==> src/sob_pkg.sv <==
// ----------------------------------------------------------------------------
// sob_pkg
// Shared types and constants of the Sobel edge magnitude block.
// ----------------------------------------------------------------------------
package sob_pkg;

    localparam int CHANNEL_BITS  = 8;
    localparam int MAX_WIDTH_DEF = 1024;
    localparam int FW_BITS       = 11;
    localparam int FH_BITS       = 12;
    localparam int CFG_IDX_BITS  = 2;
    localparam int CFG_DATA_BITS = 12;

    localparam logic [CFG_IDX_BITS-1:0] CFG_FRAME_WIDTH  = 2'd0;
    localparam logic [CFG_IDX_BITS-1:0] CFG_FRAME_HEIGHT = 2'd1;

    localparam logic [FW_BITS-1:0] FRAME_WIDTH_RST  = 11'd640;
    localparam logic [FH_BITS-1:0] FRAME_HEIGHT_RST = 12'd480;

    localparam logic OP_PIXEL = 1'b0;
    localparam logic OP_FLUSH = 1'b1;

    typedef struct packed {
        logic       operation;
        logic [7:0] in_blue;
        logic [7:0] in_green;
        logic [7:0] in_red;
    } t_in_item;

    typedef struct packed {
        logic [7:0] out_blue;
        logic [7:0] out_green;
        logic [7:0] out_red;
        logic       frame_last;
    } t_out_item;

    // Channel 0 is blue, 1 green, 2 red.
    typedef logic [2:0][CHANNEL_BITS-1:0] t_pix;

    // Columns left, center, right; rows top, middle, bottom; one channel.
    typedef logic [2:0][2:0][CHANNEL_BITS-1:0] t_lane_win;

endpackage

==> src/sob_lane.sv <==
// ----------------------------------------------------------------------------
// sob_lane
// One channel lane: Sobel gradients, sum of squares and a digit-by-digit
// square root that yields the rounded, capped magnitude.
// ----------------------------------------------------------------------------
module sob_lane
    import sob_pkg::*;
(
    input  logic                    i_clk,
    input  logic                    i_rst_n,
    input  logic                    i_start,
    input  t_lane_win               i_win,
    output logic                    o_done,
    output logic [CHANNEL_BITS-1:0] o_mag
);

    localparam int GW  = CHANNEL_BITS + 2;
    localparam int SW  = 2 * GW + 1;
    localparam int N   = GW + 2;
    localparam int NCW = $clog2(N + 1);

    localparam logic [1:0] P_IDLE = 2'd0;
    localparam logic [1:0] P_SQR  = 2'd1;
    localparam logic [1:0] P_ROOT = 2'd2;

    logic [1:0]       r_phase, n_phase;
    logic [NCW-1:0]   r_cnt, n_cnt;
    logic             r_done, n_done;
    logic [GW-1:0]    r_ax, r_ay;
    logic [2*N-1:0]   r_val, n_val;
    logic [N-1:0]     r_root, n_root;
    logic [N+1:0]     r_rem, n_rem;

    logic signed [GW:0] gx, gy, pos_x, neg_x, pos_y, neg_y;
    logic [SW-1:0]      sum_sq;
    logic [N+3:0]       rem_sh, trial;
    logic [N:0]         rounded;

    always_comb begin
        pos_x = (GW+1)'(i_win[2][0]) + ((GW+1)'(i_win[2][1]) <<< 1) + (GW+1)'(i_win[2][2]);
        neg_x = (GW+1)'(i_win[0][0]) + ((GW+1)'(i_win[0][1]) <<< 1) + (GW+1)'(i_win[0][2]);
        pos_y = (GW+1)'(i_win[0][2]) + ((GW+1)'(i_win[1][2]) <<< 1) + (GW+1)'(i_win[2][2]);
        neg_y = (GW+1)'(i_win[0][0]) + ((GW+1)'(i_win[1][0]) <<< 1) + (GW+1)'(i_win[2][0]);
        gx    = pos_x - neg_x;
        gy    = pos_y - neg_y;
        sum_sq = SW'(r_ax * r_ax) + SW'(r_ay * r_ay);
        rem_sh = {r_rem, r_val[2*N-1 -: 2]};
        trial  = {2'b00, r_root, 2'b01};
        rounded = ((N+1)'(r_root) + (N+1)'(1)) >> 1;
    end

    always_comb begin
        n_phase = r_phase;
        n_cnt   = r_cnt;
        n_done  = 1'b0;
        n_val   = r_val;
        n_root  = r_root;
        n_rem   = r_rem;
        case (r_phase)
            P_IDLE: begin
                if (i_start) begin
                    n_phase = P_SQR;
                end
            end
            P_SQR: begin
                n_val   = (2*N)'({sum_sq, 2'b00});
                n_root  = '0;
                n_rem   = '0;
                n_cnt   = '0;
                n_phase = P_ROOT;
            end
            P_ROOT: begin
                n_val = r_val << 2;
                if (rem_sh >= trial) begin
                    n_rem  = (N+2)'(rem_sh - trial);
                    n_root = {r_root[N-2:0], 1'b1};
                end else begin
                    n_rem  = (N+2)'(rem_sh);
                    n_root = {r_root[N-2:0], 1'b0};
                end
                n_cnt = r_cnt + NCW'(1);
                if (r_cnt == NCW'(N - 1)) begin
                    n_phase = P_IDLE;
                    n_done  = 1'b1;
                end
            end
            default: begin
                n_phase = P_IDLE;
            end
        endcase
    end

    always_ff @(posedge i_clk) begin
        if (!i_rst_n) begin
            r_phase <= P_IDLE;
            r_done  <= 1'b0;
        end else begin
            r_phase <= n_phase;
            r_done  <= n_done;
        end
        if (r_phase == P_IDLE && i_start) begin
            r_ax <= gx[GW] ? GW'(-gx) : GW'(gx);
            r_ay <= gy[GW] ? GW'(-gy) : GW'(gy);
        end
        r_cnt  <= n_cnt;
        r_val  <= n_val;
        r_root <= n_root;
        r_rem  <= n_rem;
    end

    assign o_done = r_done;
    assign o_mag  = (rounded > (N+1)'({CHANNEL_BITS{1'b1}})) ? {CHANNEL_BITS{1'b1}}
                                                            : CHANNEL_BITS'(rounded);

endmodule

==> config.mk <==
export PLATFORM = sky130hd
export DESIGN_NAME = sob_lane
export DESIGN_NICKNAME = d
export VERILOG_FILES = /design/src/sob_pkg.sv /design/src/sob_lane.sv
export SDC_FILE = /design/constraint.sdc
export NUM_CORES = 1
export LEC_CHECK = 0
export ABC_CLOCK_PERIOD_IN_PS = 7100
export BUFFER_PORTS_ARGS = -buffer_cell sky130_fd_sc_hd__buf_2
export CAP_MARGIN = 10
export CORE_ASPECT_RATIO = 1.4
export CORE_MARGIN = 2
export CORE_UTILIZATION = 29
export CTS_CLUSTER_DIAMETER = 100
export DETAILED_ROUTE_END_ITERATION = 16
export PLACE_DENSITY_LB_ADDON = 0.25
export SLEW_MARGIN = 15
export SYNTH_ARGS = -nofsm -noshare
export SYNTH_HDL_FRONTEND = slang
export SYNTH_SLANG_ARGS = --single-unit
==> constraint.sdc <==
create_clock -name i_clk -period 7.1 [get_ports i_clk]
set_clock_uncertainty 0.2 [all_clocks]
set_input_delay 0.355 -clock i_clk [delete_from_list [all_inputs] [get_ports i_clk]]
set_output_delay 0.355 -clock i_clk [all_outputs]
set_load 0.005 [all_outputs]
==> results of run 1 <==
## worst register-to-register path: stages (launching register included)
cell and delay [ns]:
edfxtp_1 0.58, nand2_1 0.19, inv_1 0.07, fa_1 0.51
inv_1 0.05, fa_1 0.49, inv_1 0.04, ha_1 0.31
fa_1 0.52, fa_1 0.52, fa_1 0.55, inv_1 0.05
fa_1 0.50, inv_1 0.04, ha_1 0.38, o21ai_0 0.19
o21ai_1 0.30, nand4_1 0.24, and3_1 0.26, xnor2_1 0.12
mux2_2 0.26
## state kept, by name (all words and copies together), names as in the netlist
register,count
r_root,12
r_cnt,4
o_done,1
r_val,22
r_ay,10
r_rem,14
r_phase,2
r_ax,10
## layer usage
metal | GRT usage | share of wire | vias to the layer above
li1 | - | - | 4158
met5 | 0 | 0 | -
met3 | 0.0107 | 0.014 | 20
met1 | 0.132 | 0.39 | 4093
met4 | 0.0357 | 0.018 | 0
met2 | 0.246 | 0.58 | 60
## worst max path at each step
stage | end | slack, ns | depth (start not counted)
after floorplan | r_val[18] | 0.86 | 21
after global placement | r_val[18] | 0.48 | 20
after detailed placement | r_val[18] | 0.44 | 20
after CTS | r_val[18] | 0.43 | 20
after global routing | r_val[18] | 0.11 | 20
final | r_val[18] | 0.49 | 20
## synthesized netlist by cell type, types with 2 or more instances
library cell	instances	area (um^2)
a2111oi_0	2	17.5
a211oi_1	5	37.5
a211oi_2	5	62.6
a21o_1	24	180
a21oi_1	36	180
a21oi_2	4	35.0
a221oi_1	4	35.0
a31o_2	2	17.5
a31oi_1	10	62.6
and2_1	47	294
and3_1	4	25.0
clkbuf_1	27	101
dfxtp_1	3	60.1
edfxtp_1	72	2160
fa_1	191	3820
ha_1	134	1680
inv_1	279	1050
mux2_2	6	67.6
mux2i_1	7	70.1
nand2_1	86	323
nand2b_1	9	56.3
nand3_1	18	90.1
nand3b_1	6	45.0
nand4_1	5	31.3
nand4b_1	2	17.5
nor2_1	71	267
nor2b_1	13	81.3
nor3_1	20	100
nor3_2	2	20.0
nor3b_1	3	22.5
nor4b_1	2	17.5
o211ai_1	5	37.5
o21a_1	6	45.0
o21ai_0	32	160
o21ai_1	5	25.0
o21ai_2	2	17.5
o21bai_1	4	30.0
o22ai_1	2	12.5
o311ai_1	2	17.5
o31ai_1	2	15.0
or2_1	2	12.5
or2_2	3	18.8
xnor2_1	42	368
xor2_1	19	166
## layout make-up
type / count / area (um^2) / share of cell area
flip-flops and latches: 75 / 2220 / 0.163
multi-input cells: 870 / 8880 / 0.652
clock buffers: 10 / 229 / 0.0168
well taps: 546 / 683 / 0.0502
clock inverters: 6 / 90.1 / 0.00662
repair buffers: 87 / 465 / 0.0342
inverters: 279 / 1050 / 0.0769
## stage by stage
stage	utilization	hold slack [ns]	cells	cell area (um^2)	worst slack [ns]
final	0.324	0.0620	1873	13600	0.486
after global routing	0.324	0.0592	1873	13600	0.106
after CTS	0.324	0.0550	1873	13600	0.429
after detailed placement	0.317	0.317	1857	13300	0.441
after global placement	0.317	0.315	1857	13300	0.482
after floorplan	-	0.278	1254	12300	0.861
## cells by family (layout without fill, tap and decap cells)
family | after synthesis | in the layout | share of synthesized area
buffers and inverters | 309 | 382 | 0.0956
DFF | 75 | 75 | 0.181
AOI/OAI and AO/OA | 172 | 172 | 0.0998
adders and majority gates | 325 | 325 | 0.448
muxes | 13 | 13 | 0.0112
xor gates and xnor gates | 61 | 61 | 0.0435
and+or+nand+nor | 299 | 299 | 0.120
==> impl_metrics.ini, run 1 <==
[min_path]
hold_depth = 2
worstHoldStart = i_rst_n
holdPathEnd = r_phase[0]
worstHoldPathType = in2reg

[setup_path]
reg2regPathDepth = 20
startpoint_type = register
regToRegEndpoint = r_val[18]
slowest_delay_ns = 0.58
r2r_slack_ns = 0.49
r2r-start = r_ay[5]
worst_path_most_repeated_cell = fa_1
critPathRequiredTime_ns = 7.00
worst_setup_path_end_kind = register
path_cells = nand2_1 -> inv_1 -> fa_1 -> inv_1 -> fa_1 -> inv_1 -> ha_1 -> fa_1 -> fa_1 -> fa_1 -> inv_1 -> fa_1 -> inv_1 -> ha_1 -> o21ai_0 -> o21ai_1 -> nand4_1 -> and3_1 -> xnor2_1 -> mux2_2
cp_max_fo = 9
cp_slowest_cell = edfxtp_1
crit_family = adder cells
crit_start = r_ay[5]
critical_path_arrival_ns = 6.51
path_class = reg2reg
critPathBufInv = 5

[clock_tree]
cts.repair.resized = 0
clk_latency_ns = 0.34
cts_setup_buffers = 0
numCtsBuffers = 9
cts_sinks = 75
cts_max_level = 3
hold_buffers = 0
clk_pin_slew_ns = 0.06
clockRootBuffer = clkbuf_16
cts_tree = yes
clock_path_buffers = 2

[placed_design]
portBuffers = 75
dp_hpwl_um = 22200
place_congestion = 0.813

[synth]
syn_nets = 1654
ys_seq_area_frac = 0.181
ys.warnings.count = 0
post_synth_inst_count = 1254
synth-seq-cells = 75
avgSynthCellArea_um2 = 9.78
syn_area_um2 = 12300
synth_edf_count = 72
synthFlopType = edfxtp_1
yosysUniqueCellTypes = 73
async_flop_share = 0

[sta]
fin_setup_tns_ns = 0
fin_crit_sh = 0.932
final_hold_viol_count = 0
rsz0062_at_grt = no
max_freq_ghz = 0.151
drv_slew = 0
setup_viol = 0
max_slew_margin = 0.295
worst_pin_slew_ns = 1.06
fin_crit_ns = 6.61

[drt]
dr_total_vias = 8331
wl_per_cell_um = 13.4
drt_iter0_markers = 275
drt-pass1-iter-count = 4
drtAntennaViolNets = 0
drc = 0
routed_wl_um = 25200
via_per_inst = 4.45

[final_layout]
final_cell_mix = 279 x inv_1, 191 x fa_1, 133 x ha_1
area_growth_pct = 11.0
nFillCells = 4300
final_common_cell = inv_1
nets = 1722
drive_above_1_share = 0.104
diodes = 0

[global_route]
grt_overflow = 0
grt_antenna_before_repair = 0
grt_pass1_wl_um = 43400
grt_max_degree = 53
groute.usage.overall = 0.122
grt_pass1_vias = 9239

[floorplan]
io_pins = 84
die_x_um = 178
initial_core_util = 0.292
die_height_um = 247
fp.coreArea_um2 = 42000
rows = 89
die_area_um2 = 44000

[status]
status = finished, final reports clean

[flow_run]
drv_cap = 0
Power of run 1 is left out: the tool's default activity adds up to more than one toggle a clock period on the data nets, which glitch-free logic cannot reach.
==> run 2: changes to the inputs <==
Settings changed: RECOVER_POWER set to 50.
==> impl_metrics.ini, run 2 (synthesized netlist as in run 1, its figures left out) <==
[sta]
setup_viol = 0
fin_setup_tns_ns = 0
fin_crit_ns = 6.62
max_freq_ghz = 0.151
fin_crit_sh = 0.932
drv_slew = 119
worst_pin_slew_ns = 2.95
max_slew_margin = -0.965
rsz0062_at_grt = no
final_hold_viol_count = 0

[floorplan]
die_x_um = 178
fp.coreArea_um2 = 42000
die_area_um2 = 44000
rows = 89
initial_core_util = 0.292
die_height_um = 247
io_pins = 84

[final_layout]
largest_reg_flops = 22
diodes = 0
final_common_cell = inv_1
fin_area_um2 = 13600
top_register = r_val
nets = 1722
largestRegisters = r_val (22), r_rem (14), r_root (12)
final_cell_mix = 279 x inv_1, 191 x fa_1, 134 x ha_1
drive_above_1_share = 0.100
area_growth_pct = 10.9

[status]
violations = capacitance limit, slew limit
status = complete, but fails checks

[clock_tree]
clk_latency_ns = 0.34
clockRootBuffer = clkbuf_16
cts_tree = yes
numCtsBuffers = 9
cts.repair.resized = 0
hold_buffers = 0
cts_setup_buffers = 0
cts_max_level = 3
cts_sinks = 75
clk_pin_slew_ns = 0.06
clock_path_buffers = 2

[placed_design]
place_congestion = 0.813
portBuffers = 75
place_area_um2 = 13300
dp_hpwl_um = 22200

[drt]
wl_per_cell_um = 13.4
drtAntennaViolNets = 0
drt_iter0_markers = 251
drt-pass1-iter-count = 4
drc = 0
via_per_inst = 4.45
routed_wl_um = 25200
dr_total_vias = 8331

[flow_run]
drv_cap = 3

[global_route]
grt_antenna_before_repair = 0
grt_max_degree = 53
grt_pass1_vias = 9239
grt_pass1_wl_um = 43400
grt_overflow = 0
groute.usage.overall = 0.122

[setup_path]
worst_setup_path_end_kind = register
path_class = reg2reg
critical_path_arrival_ns = 6.51
cp_max_fo = 9
critPathRequiredTime_ns = 7.00
startpoint_type = register

[min_path]
worstHoldPathType = in2reg
run 2: final cells by class:
class                      count  area (um^2)
timing repair buffer          87          455
clock inverter                 6         90.1
inverter                     279         1050
fill                        4301        28400
multi-input combinational    870         8870
sequential                    75         2220
clock buffer                  10          229
tap                          546          683
run 2: per-stage QoR:
step | hold slack [ns] | worst slack (ns) | utilization | instances
floorplan | 0.278 | 0.861 | - | 1254
global placement | 0.315 | 0.482 | 0.317 | 1857
detailed placement | 0.317 | 0.441 | 0.317 | 1857
CTS | 0.0550 | 0.429 | 0.324 | 1873
global route | 0.0592 | 0.106 | 0.324 | 1873
finish | 0.0625 | 0.484 | 0.324 | 1873
run 2: metal layers:
layer	part of all wire	GRT usage	routed length (um)
met4	0.018	0.0357	450
met2	0.58	0.246	14600
met5	0	0	0
met3	0.016	0.0107	391
met1	0.39	0.132	9750
run 2: worst paths after layout:
| path | slack (ns) | start | end | depth (start not counted) |
|---|---|---|---|---|
| worst max register to register | 0.48 | r_ay[5] | r_val[18] | 20 |
| worst min-delay path | 0.06 | i_rst_n | r_phase[0] | 2 |
| worst max-delay path | 0.48 | r_ay[5] | r_val[18] | 20 |
| worst min register to register | 0.33 | r_val[21] | r_val[23] | 1 |
run 2: critical path, stage by stage (launching register included):
cell and delay, ns:
edfxtp_1 0.58, nand2_1 0.19, inv_1 0.07, fa_1 0.51, inv_1 0.05, fa_1 0.49, inv_1 0.04, ha_1 0.31
fa_1 0.52, fa_1 0.52, fa_1 0.55, inv_1 0.05, fa_1 0.50, inv_1 0.04, ha_1 0.38, o21ai_0 0.19
o21ai_1 0.30, nand4_1 0.24, and3_1 0.26, xnor2_1 0.12, mux2_2 0.26
Power of run 2 is left out for the same reason.
